--- src/rtl/cfsb_pkg.sv ---
`timescale 1ns / 1ps
// ----------------------------------------------------------------------------
// cfsb_pkg
// Shared types, byte codes and the CRC-8 step for the framed SPI bridge.
// ----------------------------------------------------------------------------
package cfsb_pkg;

  // Frame magic and fixed bytes
  localparam logic [7:0] MAGIC_N   = 8'h4E;
  localparam logic [7:0] MAGIC_Q   = 8'h51;
  localparam logic [7:0] ERR_LEN   = 8'h02;
  localparam logic [7:0] ERR_MARK  = 8'hFF;
  localparam logic [7:0] CRC_POLY  = 8'h07;

  // Error codes sent in the error frame
  localparam logic [1:0] ERR_VERSION = 2'd1;
  localparam logic [1:0] ERR_CRC     = 2'd2;
  localparam logic [1:0] ERR_LENGTH  = 2'd3;

  // Destination codes
  localparam logic DEST_SPI  = 1'b0;
  localparam logic DEST_HOST = 1'b1;

  // Input item kinds
  localparam logic KIND_HOST = 1'b0;
  localparam logic KIND_SPI  = 1'b1;

  // Which burst the output sequencer is producing
  typedef enum logic [2:0] {
    EK_NONE,
    EK_ERR,
    EK_SPI,
    EK_RHDR,
    EK_RDAT,
    EK_RCRC
  } emit_kind_t;

  // Commands from the controller to the datapath
  typedef struct packed {
    logic       cap_ver;    // capture version, start request CRC
    logic       cap_seq;    // capture sequence
    logic       cap_len;    // clear count, capture length when good
    logic       pay_wr;     // store payload byte
    logic       rep_acc;    // take SPI reply byte
    logic       clr_cnt;    // clear byte count
    logic       set_err;    // latch error code
    logic [1:0] err_code;
    logic       load;       // load output register
    emit_kind_t emit_kind;
  } cmd_t;

  // Status from the datapath to the controller
  typedef struct packed {
    logic is_n;
    logic is_q;
    logic len_bad;
    logic ver_bad;
    logic crc_bad;
    logic pay_last;
    logic rep_first;
    logic rep_last;
    logic burst_end;
  } status_t;

  // One byte of CRC-8, polynomial 0x07, MSB first
  function automatic logic [7:0] crc8_step(input logic [7:0] crc, input logic [7:0] b);
    logic [7:0] c;
    c = crc ^ b;
    for (int i = 0; i < 8; i++) begin
      c = c[7] ? ({c[6:0], 1'b0} ^ CRC_POLY) : {c[6:0], 1'b0};
    end
    return c;
  endfunction

endpackage

--- src/rtl/crc8_framed_spi_bridge.sv ---
`timescale 1ns / 1ps
// ----------------------------------------------------------------------------
// crc8_framed_spi_bridge
// Host frame parser with CRC-8 check, SPI transfer issue and reply framing.
// ----------------------------------------------------------------------------
// An input byte that produces no output leaves the input ready. A byte that
// produces output blocks the input while its burst drains through the single
// output register, one byte per cycle while the output does not stall (an
// error frame is 8 bytes, a good request MAX_PAYLOAD+1 at most, a reply byte
// up to 6). The burst sequencer and the payload memory with registered read
// set this pace. The payload memory needs no clear: it is only read after the
// current frame wrote it.
module crc8_framed_spi_bridge #(
  parameter int MAX_PAYLOAD = 13
) (
  input  logic        clk,
  input  logic        rst_n,
  // Input channel
  input  logic        in_valid,
  output logic        in_ready,
  input  logic        in_req_type,
  input  logic [7:0]  in_data_byte,
  // Result channel
  output logic        out_valid,
  input  logic        out_ready,
  output logic        out_dest,
  output logic [7:0]  out_out_byte,
  output logic        out_last,
  // Configuration port
  input  logic        cfg_psel,
  input  logic        cfg_penable,
  input  logic        cfg_pwrite,
  input  logic [2:0]  cfg_paddr,
  input  logic [31:0] cfg_pwdata,
  output logic [31:0] cfg_prdata,
  output logic        cfg_pready
);

  localparam logic REG_VERSION = 1'b0;
  localparam logic REG_TARGET  = 1'b1;

  logic [7:0]        protocol_version_r;
  logic [7:0]        spi_target_r;
  logic              cfg_wr;
  cfsb_pkg::cmd_t    cmd;
  cfsb_pkg::status_t st;

  // Configuration registers
  assign cfg_pready = 1'b1;
  assign cfg_wr     = cfg_psel && cfg_penable && cfg_pwrite;

  always_ff @(posedge clk) begin
    if (!rst_n) begin
      protocol_version_r <= 8'd1;
      spi_target_r       <= 8'd4;
    end else if (cfg_wr) begin
      unique case (cfg_paddr[2])
        REG_VERSION: protocol_version_r <= cfg_pwdata[7:0];
        REG_TARGET:  spi_target_r       <= cfg_pwdata[7:0];
        default:     protocol_version_r <= protocol_version_r;
      endcase
    end
  end

  // Register readback; low address bits are ignored
  always_comb begin
    unique case (cfg_paddr[2])
      REG_VERSION: cfg_prdata = 32'(protocol_version_r);
      REG_TARGET:  cfg_prdata = 32'(spi_target_r);
      default:     cfg_prdata = 32'd0;
    endcase
  end

  cfsb_ctrl u_ctrl (
    .clk         (clk),
    .rst_n       (rst_n),
    .in_valid    (in_valid),
    .in_ready    (in_ready),
    .in_req_type (in_req_type),
    .out_valid   (out_valid),
    .out_ready   (out_ready),
    .st          (st),
    .cmd         (cmd)
  );

  cfsb_dp #(
    .MAX_PAYLOAD (MAX_PAYLOAD)
  ) u_dp (
    .clk              (clk),
    .rst_n            (rst_n),
    .cmd              (cmd),
    .st               (st),
    .in_data_byte     (in_data_byte),
    .protocol_version (protocol_version_r),
    .spi_target       (spi_target_r),
    .out_dest         (out_dest),
    .out_out_byte     (out_out_byte),
    .out_last         (out_last)
  );

endmodule

--- src/rtl/cfsb_dp.sv ---
`timescale 1ns / 1ps
// ----------------------------------------------------------------------------
// cfsb_dp
// Frame fields, payload memory, CRC registers, burst counter and output
// register of the framed SPI bridge.
// ----------------------------------------------------------------------------
module cfsb_dp #(
  parameter int MAX_PAYLOAD = 13
) (
  input  logic              clk,
  input  logic              rst_n,
  input  cfsb_pkg::cmd_t    cmd,
  output cfsb_pkg::status_t st,
  input  logic [7:0]        in_data_byte,
  input  logic [7:0]        protocol_version,
  input  logic [7:0]        spi_target,
  output logic              out_dest,
  output logic [7:0]        out_out_byte,
  output logic              out_last
);

  localparam int LW = $clog2(MAX_PAYLOAD + 1);
  localparam int AW = (MAX_PAYLOAD > 1) ? $clog2(MAX_PAYLOAD) : 1;
  localparam int KW = (LW > 3) ? LW : 3;
  localparam logic [7:0] MAX8 = 8'(MAX_PAYLOAD);

  logic [7:0]    frame_version_r;
  logic [7:0]    frame_sequence_r;
  logic [LW-1:0] frame_length_r;
  logic [LW-1:0] byte_count_r;
  logic [7:0]    request_crc_r;
  logic [7:0]    tx_crc_r;
  logic [7:0]    rep_byte_r;
  logic [1:0]    err_code_r;
  logic [KW-1:0] k_r;
  logic [KW-1:0] k_nxt;
  logic [7:0]    payload_mem [MAX_PAYLOAD];
  logic [7:0]    rd_data_r;
  logic [AW-1:0] rd_addr;
  logic [7:0]    crc_base;
  logic [7:0]    crc_next;
  logic [KW-1:0] len_k;
  logic [7:0]    total_byte;
  logic [LW:0]   count_inc;

  logic [7:0]    tx_byte;
  logic          tx_dest;
  logic          tx_last;
  logic          tx_crc_clr;
  logic          tx_crc_add;
  logic          burst_end;

  assign len_k      = KW'(frame_length_r);
  assign total_byte = 8'(frame_length_r) + 8'd1;
  assign count_inc  = (LW + 1)'(byte_count_r) + (LW + 1)'(1);

  // Status toward the controller
  always_comb begin
    st.is_n      = (in_data_byte == cfsb_pkg::MAGIC_N);
    st.is_q      = (in_data_byte == cfsb_pkg::MAGIC_Q);
    st.len_bad   = (in_data_byte == 8'd0) || (in_data_byte > MAX8);
    st.ver_bad   = (frame_version_r != protocol_version);
    st.crc_bad   = (request_crc_r != in_data_byte);
    st.pay_last  = (count_inc >= (LW + 1)'(frame_length_r));
    st.rep_first = (byte_count_r == '0);
    st.rep_last  = (byte_count_r >= frame_length_r);
    st.burst_end = burst_end;
  end

  // Request CRC, stepped over the version, sequence, length and payload bytes
  assign crc_base = cmd.cap_ver ? 8'd0 : request_crc_r;
  assign crc_next = cfsb_pkg::crc8_step(crc_base, in_data_byte);

  // Capture frame fields and count bytes
  always_ff @(posedge clk) begin
    if (!rst_n) begin
      frame_version_r  <= '0;
      frame_sequence_r <= '0;
      frame_length_r   <= '0;
      byte_count_r     <= '0;
      request_crc_r    <= '0;
    end else begin
      if (cmd.cap_ver) begin
        frame_version_r <= in_data_byte;
        request_crc_r   <= crc_next;
      end
      if (cmd.cap_seq) begin
        frame_sequence_r <= in_data_byte;
        request_crc_r    <= crc_next;
      end
      if (cmd.cap_len) begin
        byte_count_r <= '0;
        if (!st.len_bad) begin
          frame_length_r <= in_data_byte[LW-1:0];
          request_crc_r  <= crc_next;
        end
      end
      if (cmd.pay_wr) begin
        request_crc_r <= crc_next;
        byte_count_r  <= count_inc[LW-1:0];
      end
      if (cmd.rep_acc) begin
        byte_count_r <= st.rep_last ? '0 : count_inc[LW-1:0];
      end
      if (cmd.clr_cnt) begin
        byte_count_r <= '0;
      end
    end
  end

  // Hold reply byte and error code for the burst
  always_ff @(posedge clk) begin
    if (cmd.rep_acc) begin
      rep_byte_r <= in_data_byte;
    end
    if (cmd.set_err) begin
      err_code_r <= cmd.err_code;
    end
  end

  // Payload memory, registered read one step ahead of the burst counter
  assign rd_addr = (k_nxt == '0) ? '0 : AW'(k_nxt - KW'(1));

  always_ff @(posedge clk) begin
    if (cmd.pay_wr) begin
      payload_mem[byte_count_r[AW-1:0]] <= in_data_byte;
    end
    rd_data_r <= payload_mem[rd_addr];
  end

  // Select the byte of the current burst
  always_comb begin
    tx_byte    = 8'd0;
    tx_dest    = cfsb_pkg::DEST_HOST;
    tx_last    = 1'b0;
    tx_crc_clr = 1'b0;
    tx_crc_add = 1'b0;
    burst_end  = 1'b0;
    case (cmd.emit_kind)
      cfsb_pkg::EK_ERR: begin
        burst_end  = (k_r == KW'(7));
        tx_last    = burst_end;
        tx_crc_clr = (k_r == KW'(0));
        tx_crc_add = (k_r >= KW'(2)) && (k_r <= KW'(6));
        case (k_r)
          KW'(0):  tx_byte = cfsb_pkg::MAGIC_Q;
          KW'(1):  tx_byte = cfsb_pkg::MAGIC_N;
          KW'(2):  tx_byte = protocol_version;
          KW'(3):  tx_byte = frame_sequence_r;
          KW'(4):  tx_byte = cfsb_pkg::ERR_LEN;
          KW'(5):  tx_byte = cfsb_pkg::ERR_MARK;
          KW'(6):  tx_byte = 8'(err_code_r);
          default: tx_byte = tx_crc_r;
        endcase
      end
      cfsb_pkg::EK_SPI: begin
        burst_end = (k_r == len_k);
        tx_last   = burst_end;
        tx_dest   = cfsb_pkg::DEST_SPI;
        tx_byte   = (k_r == '0) ? spi_target : rd_data_r;
      end
      cfsb_pkg::EK_RHDR: begin
        burst_end  = (k_r == KW'(4));
        tx_crc_clr = (k_r == KW'(0));
        tx_crc_add = (k_r >= KW'(2));
        case (k_r)
          KW'(0):  tx_byte = cfsb_pkg::MAGIC_Q;
          KW'(1):  tx_byte = cfsb_pkg::MAGIC_N;
          KW'(2):  tx_byte = protocol_version;
          KW'(3):  tx_byte = frame_sequence_r;
          default: tx_byte = total_byte;
        endcase
      end
      cfsb_pkg::EK_RDAT: begin
        burst_end  = 1'b1;
        tx_crc_add = 1'b1;
        tx_byte    = rep_byte_r;
      end
      cfsb_pkg::EK_RCRC: begin
        burst_end = 1'b1;
        tx_last   = 1'b1;
        tx_byte   = tx_crc_r;
      end
      default: begin
        burst_end = 1'b0;
      end
    endcase
  end

  // Advance the burst counter on each loaded byte
  always_comb begin
    k_nxt = k_r;
    if (cmd.load) begin
      k_nxt = burst_end ? '0 : k_r + KW'(1);
    end
  end

  always_ff @(posedge clk) begin
    if (!rst_n) begin
      k_r <= '0;
    end else begin
      k_r <= k_nxt;
    end
  end

  // Outgoing frame CRC and output register
  always_ff @(posedge clk) begin
    if (cmd.load) begin
      if (tx_crc_clr) begin
        tx_crc_r <= 8'd0;
      end else if (tx_crc_add) begin
        tx_crc_r <= cfsb_pkg::crc8_step(tx_crc_r, tx_byte);
      end
      out_dest     <= tx_dest;
      out_out_byte <= tx_byte;
      out_last     <= tx_last;
    end
  end

endmodule

--- src/rtl/cfsb_ctrl.sv ---
`timescale 1ns / 1ps
// ----------------------------------------------------------------------------
// cfsb_ctrl
// Frame parser and burst sequencer of the framed SPI bridge.
// ----------------------------------------------------------------------------
module cfsb_ctrl (
  input  logic              clk,
  input  logic              rst_n,
  input  logic              in_valid,
  output logic              in_ready,
  input  logic              in_req_type,
  output logic              out_valid,
  input  logic              out_ready,
  input  cfsb_pkg::status_t st,
  output cfsb_pkg::cmd_t    cmd
);

  typedef enum logic [2:0] {
    PH_MAGIC_N,
    PH_MAGIC_Q,
    PH_VERSION,
    PH_SEQUENCE,
    PH_LENGTH,
    PH_PAYLOAD,
    PH_CRC,
    PH_REPLY
  } phase_t;

  typedef enum logic [2:0] {
    S_IDLE,
    S_ERR,
    S_SPI,
    S_RHDR,
    S_RDAT,
    S_RCRC
  } state_t;

  phase_t phase_r, phase_nxt;
  state_t state_r, state_nxt;
  logic   out_valid_r, out_valid_nxt;
  logic   reply_end_r, reply_end_nxt;
  logic   accept;

  assign in_ready  = (state_r == S_IDLE);
  assign out_valid = out_valid_r;
  assign accept    = in_valid && in_ready;

  always_comb begin
    cmd           = '0;
    cmd.emit_kind = cfsb_pkg::EK_NONE;
    phase_nxt     = phase_r;
    state_nxt     = state_r;
    reply_end_nxt = reply_end_r;

    // Map burst state to the datapath selector
    unique case (state_r)
      S_ERR:   cmd.emit_kind = cfsb_pkg::EK_ERR;
      S_SPI:   cmd.emit_kind = cfsb_pkg::EK_SPI;
      S_RHDR:  cmd.emit_kind = cfsb_pkg::EK_RHDR;
      S_RDAT:  cmd.emit_kind = cfsb_pkg::EK_RDAT;
      S_RCRC:  cmd.emit_kind = cfsb_pkg::EK_RCRC;
      default: cmd.emit_kind = cfsb_pkg::EK_NONE;
    endcase

    // Load a byte whenever the output register is free
    cmd.load = (state_r != S_IDLE) && (!out_valid_r || out_ready);
    out_valid_nxt = cmd.load ? 1'b1 : (out_valid_r && !out_ready);

    if (cmd.load && st.burst_end) begin
      unique case (state_r)
        S_RHDR:  state_nxt = S_RDAT;
        S_RDAT:  state_nxt = reply_end_r ? S_RCRC : S_IDLE;
        default: state_nxt = S_IDLE;
      endcase
    end

    // Parse one accepted transfer; items of the wrong kind drop
    if (accept) begin
      if (phase_r == PH_REPLY) begin
        if (in_req_type == cfsb_pkg::KIND_SPI) begin
          cmd.rep_acc   = 1'b1;
          reply_end_nxt = st.rep_last;
          state_nxt     = st.rep_first ? S_RHDR : S_RDAT;
          if (st.rep_last) begin
            phase_nxt = PH_MAGIC_N;
          end
        end
      end else if (in_req_type == cfsb_pkg::KIND_HOST) begin
        unique case (phase_r)
          PH_MAGIC_N: begin
            if (st.is_n) begin
              phase_nxt = PH_MAGIC_Q;
            end
          end
          PH_MAGIC_Q: begin
            if (st.is_q) begin
              phase_nxt = PH_VERSION;
            end else if (!st.is_n) begin
              phase_nxt = PH_MAGIC_N;
            end
          end
          PH_VERSION: begin
            cmd.cap_ver = 1'b1;
            phase_nxt   = PH_SEQUENCE;
          end
          PH_SEQUENCE: begin
            cmd.cap_seq = 1'b1;
            phase_nxt   = PH_LENGTH;
          end
          PH_LENGTH: begin
            cmd.cap_len = 1'b1;
            if (st.len_bad) begin
              cmd.set_err  = 1'b1;
              cmd.err_code = cfsb_pkg::ERR_LENGTH;
              state_nxt    = S_ERR;
              phase_nxt    = PH_MAGIC_N;
            end else begin
              phase_nxt = PH_PAYLOAD;
            end
          end
          PH_PAYLOAD: begin
            cmd.pay_wr = 1'b1;
            if (st.pay_last) begin
              phase_nxt = PH_CRC;
            end
          end
          PH_CRC: begin
            if (st.ver_bad) begin
              cmd.set_err  = 1'b1;
              cmd.err_code = cfsb_pkg::ERR_VERSION;
              state_nxt    = S_ERR;
              phase_nxt    = PH_MAGIC_N;
            end else if (st.crc_bad) begin
              cmd.set_err  = 1'b1;
              cmd.err_code = cfsb_pkg::ERR_CRC;
              state_nxt    = S_ERR;
              phase_nxt    = PH_MAGIC_N;
            end else begin
              cmd.clr_cnt = 1'b1;
              state_nxt   = S_SPI;
              phase_nxt   = PH_REPLY;
            end
          end
          default: phase_nxt = PH_MAGIC_N;
        endcase
      end
    end
  end

  // Hold state and registered outputs
  always_ff @(posedge clk) begin
    if (!rst_n) begin
      phase_r     <= PH_MAGIC_N;
      state_r     <= S_IDLE;
      out_valid_r <= 1'b0;
      reply_end_r <= 1'b0;
    end else begin
      phase_r     <= phase_nxt;
      state_r     <= state_nxt;
      out_valid_r <= out_valid_nxt;
      reply_end_r <= reply_end_nxt;
    end
  end

endmodule

--- config.mk ---
export PLATFORM = sky130hd
export DESIGN_NAME = crc8_framed_spi_bridge
export DESIGN_NICKNAME = d
export VERILOG_FILES = /design/src/rtl/cfsb_pkg.sv /design/src/rtl/crc8_framed_spi_bridge.sv /design/src/rtl/cfsb_dp.sv /design/src/rtl/cfsb_ctrl.sv
export SDC_FILE = /design/constraint.sdc
export NUM_CORES = 1
export LEC_CHECK = 0
export BUFFER_PORTS_ARGS = -buffer_cell sky130_fd_sc_hd__buf_2
export CORE_MARGIN = 4
export CORE_UTILIZATION = 45
export CTS_BUF_LIST = sky130_fd_sc_hd__clkbuf_16
export DETAILED_ROUTE_END_ITERATION = 10
export MAX_ROUTING_LAYER = met4
export PLACE_DENSITY_LB_ADDON = 0.05
export SYNTH_ARGS = -nofsm -noshare
export SYNTH_HDL_FRONTEND = slang
export SYNTH_SLANG_ARGS = --single-unit
--- constraint.sdc ---
create_clock -name clk -period 9.27 [get_ports clk]
set_input_delay 0.4635 -clock clk [delete_from_list [all_inputs] [get_ports clk]]
set_output_delay 0.4635 -clock clk [all_outputs]
set_load 0.01 [all_outputs]
==> impl_metrics.py <==
metrics = {
    "synthesis": {
        "syn-instance-count": 965,
        "top_cells_by_count_synth": "132 x edfxtp_1, 112 x nor2_1, 88 x nand2_1",
        "synth-async-reset-ratio_pct": 0,
        "syn-mean-instance-area_sq_um": 10.6,
        "ys_seq_area_share_pct": 52.1,
        "synthTopCellsByArea": "edfxtp_1 39%, dfxtp_1 13%, mux2i_1 4.8%",
        "synthFlopType": "edfxtp_1",
        "post_synth_design_cell_area_sq_mm": 0.0102,
        "synth-edff-count": 132,
        "post-synth-top-area-cell": "edfxtp_1",
        "count_of_yosys_warnings_during_synthesis": 0,
        "synth-seq-cells": 200,
        "netlist.area_leader.share_pct": 38.8,
        "synthMostInstantiatedCell": "edfxtp_1",
        "ys_types": 80,
    },
    "detailed_routing": {
        "drc_errors": 0,
        "routed_via_density": 5.66,
        "routed_wl_mm": 25.9,
        "antenna_violating_nets_post_route": 0,
        "detail_route.iter0.violations": 477,
        "wire_per_inst_um": 20.4,
        "length_of_the_first_detailed_routing_pass_in_iterations": 5,
        "detailroute.via_count": 7163,
    },
    "sta": {
        "timing.fmax_mhz": 153,
        "fin_crit_ns": 6.54,
        "min_period_over_period_pct": 70.6,
        "unrepaired_setup_endpoints_after_global_routing": "false",
        "drv_slew": 0,
        "max-slew-margin-rel_pct": 24.5,
        "clock-skew-final_ns": 0.0179,
        "post-route-worst-setup-slack_ns": 2.73,
        "final-setup-viol-count": 0,
        "worst_hold_slack_ns": 0.280,
        "timing_worst_slew_pin_value_ns": 1.13,
        "fin_tns_setup_ns": 0,
        "endpoints_failing_hold": 0,
    },
    "critical_path": {
        "regToRegSetupSlack_ns": 2.73,
        "reg2reg_end": "u_dp.rd_data_r[0]$_DFF_P_",
        "critical_path_peak_fanout": 50,
        "critPathLaunchType": "register",
        "rr_worst_depth": 14,
        "crit-reg2reg-launch": "u_ctrl.state_r[0]$_SDFF_PN0_",
        "timing_worst_setup_path_type": "register to register",
        "worst_path_arrival_ns": 6.92,
        "crit_required_ns": 9.65,
        "setup.worst_path.end_class": "register",
    },
    "grt": {
        "globalRouteOverflowTotal": 0,
        "first_pass_grt_wire_length_mm": 40.0,
        "grt_max_degree": 51,
        "number_of_antenna_violations_at_the_first_check_in_global_routing": 0,
        "gr-usage-all-layers_pct": 21.5,
        "grt_pass1_vias": 6670,
    },
    "power": {
        "clock_power_share_pct": 38.8,
        "pwr-share-seq_pct": 51.5,
        "leakagePower_nw": 3.80,
        "switching_share_pct": 27.1,
        "combinationalPowerShare_pct": 9.6,
        "pwr_density_cell_mw_per_mm2": 173,
        "power.switching_uw": 517,
        "internal_power_mw": 1.39,
        "max-vdd-ir-drop_uv": 97.2,
    },
    "floorplanning": {
        "ios": 96,
        "die_x_um": 159,
        "coreArea_sq_mm": 0.0221,
        "initial_utilization_pct": 46.3,
        "die_area_sq_mm": 0.0252,
        "placement_rows": 54,
        "die_y_um": 159,
    },
    "min_path": {
        "hold_end": "protocol_version_r[7]$_SDFFE_PN0P_",
        "min-delay-path-class": "primary input to register",
        "worst_hold_startpoint": "cfg_pwdata[7]",
        "min_path_cells": 3,
    },
    "clock_tree": {
        "tritoncts": "done",
        "clk-insertion-delay-late_ns": 0.44,
        "worst_setup_hold_path_clk_slew_ns": 0.08,
        "post_cts_resized": 0,
        "number_of_clock_sinks": 200,
        "holdBufCountCts": 0,
        "cts_post_setup_buffers_inserted": 0,
        "cts_max_level": 4,
        "clk_path_buf_depth": 2,
        "root_buffer": "clkbuf_16",
        "numCtsBuffers": 17,
    },
    "placement": {
        "place_hpwl_mm": 17.1,
        "gp_congestion": 0.890,
        "place_ws_ns": 2.69,
        "placedInstanceArea_sq_mm": 0.0104,
        "portBuffers": 44,
    },
    "finish": {
        "nets": 1042,
        "finished_cell_area_sq_mm": 0.0110,
        "layout.core_utilization_pct": 49.9,
        "drive_above_1_share_pct": 11.0,
        "syn_to_final_growth_pct": 7.98,
        "insertedDiodeCount": 0,
    },
    "status": {
        "status": "complete, no violations",
    },
    "flow_run": {
        "max-cap-violations": 0,
    },
}
sequential cells by signal, indices dropped and copies added (netlist names):
signal and cells:
u_dp.rd_data_r 8, u_dp.out_out_byte 8, u_dp.request_crc_r 8, u_ctrl.phase_r 3, u_dp.out_dest 1, u_ctrl.reply_end_r 1
u_dp.out_last 1, u_dp.payload_mem 104, u_dp.frame_version_r 8, protocol_version_r 8, u_dp.rep_byte_r 8, u_dp.k_r 4
u_dp.tx_crc_r 8, u_dp.byte_count_r 4, spi_target_r 8, u_ctrl.out_valid 1, u_dp.err_code_r 2, u_ctrl.state_r 3
u_dp.frame_length_r 4, u_dp.frame_sequence_r 8
cell families (layout without fill, tap and decap cells):
group           Yosys count  count (layout)  share of synthesized area [%]
simple gates            314             314                           14.5
compound gates          200             200                           13.6
flops                   200             200                           52.1
buf+inv                 106             104                           5.53
xor+xnor                 68              68                           6.26
mux                      57              57                           5.68
fa+ha+maj                18              18                           2.20
other cells               2              25                         0.0735
worst max path at each step:
stage / startpoint / end / slack [ns] / depth (start not counted)
after floorplan: u_dp.k_r[1]$_SDFF_PN0_ / u_dp.rd_data_r[0]$_DFF_P_ / 5.62 / 18
after global placement: u_ctrl.state_r[0]$_SDFF_PN0_ / u_dp.rd_data_r[7]$_DFF_P_ / 2.74 / 14
after detailed placement: u_ctrl.state_r[0]$_SDFF_PN0_ / u_dp.rd_data_r[7]$_DFF_P_ / 2.69 / 14
after CTS: u_ctrl.state_r[0]$_SDFF_PN0_ / u_dp.rd_data_r[7]$_DFF_P_ / 2.67 / 14
after global routing: u_ctrl.state_r[0]$_SDFF_PN0_ / u_dp.rd_data_r[7]$_DFF_P_ / 2.14 / 15
final: u_ctrl.state_r[0]$_SDFF_PN0_ / u_dp.rd_data_r[0]$_DFF_P_ / 2.73 / 14
power groups by stage:
stage	sequential [mW]	combinational (mW)	clock (mW)
CTS	0.982	0.183	0.752
global placement	1.00	0.182	0
global route	0.982	0.202	0.791
detailed placement	1.00	0.182	0
floorplan	0.986	0.141	0
finish	0.981	0.184	0.740
cell type report:
cell class              count  area (sq um)
clock buffers              17           425
well taps                 280           350
inverters                  22          82.6
fillers                  2044         11100
repair buffers             50           265
flip-flops and latches    200          5330
clock inverters            15           170
multi-input cells         682          4420
routing by layer:
| metal | GRT usage [%] | routed length [um] | up-vias |
|---|---|---|---|
| met4 | 5.24 | 404 | 0 |
| met1 | 33.2 | 13300 | 3481 |
| met2 | 30.2 | 11200 | 178 |
| met3 | 2.61 | 953 | 19 |
| met5 | - | 0 | - |
| li1 | - | - | 3485 |
layout by cell type (no fill, tap or decap), types with 5 or more instances in the layout:
master,instances
nor3_1,17
inv_1,20
nor4_1,5
nand3_1,22
a31oi_1,7
o21ai_0,32
or3_1,5
a21oi_1,51
o21ai_1,8
o2111ai_1,7
nand2_1,88
mux2i_1,49
and3_1,7
nand4_1,11
nor4b_1,5
edfxtp_1,132
o22ai_1,7
buf_2,44
nand2b_1,11
xnor2_1,30
clkbuf_16,17
o2bb2ai_1,17
a211oi_1,11
mux2_2,8
a221o_1,18
and2_1,9
conb_1,25
dfxtp_1,68
ha_1,18
nor2_1,112
nor2b_1,6
buf_4,6
xor2_1,34
per-stage QoR:
step	power, mW	instances
global route	1.98	1266
detailed placement	1.19	1234
global placement	1.18	1234
floorplan	1.13	988
finish	1.90	1266
CTS	1.92	1266
critical path, stage by stage (launching register included):
cell and delay [ns]:
dfxtp_1 0.57, nor3_2 0.46, nand2b_1 0.50, inv_2 0.28, nand2_1 0.13, o21a_2 0.12, buf_4 0.51, clkinv_1 1.10
ha_1 0.73, or4_1 0.54, o311a_1 0.12, o21ai_1 0.49, nand2b_1 0.40, a221o_1 0.42, nand4_1 0.11
(Power assumes the default switching activity.)
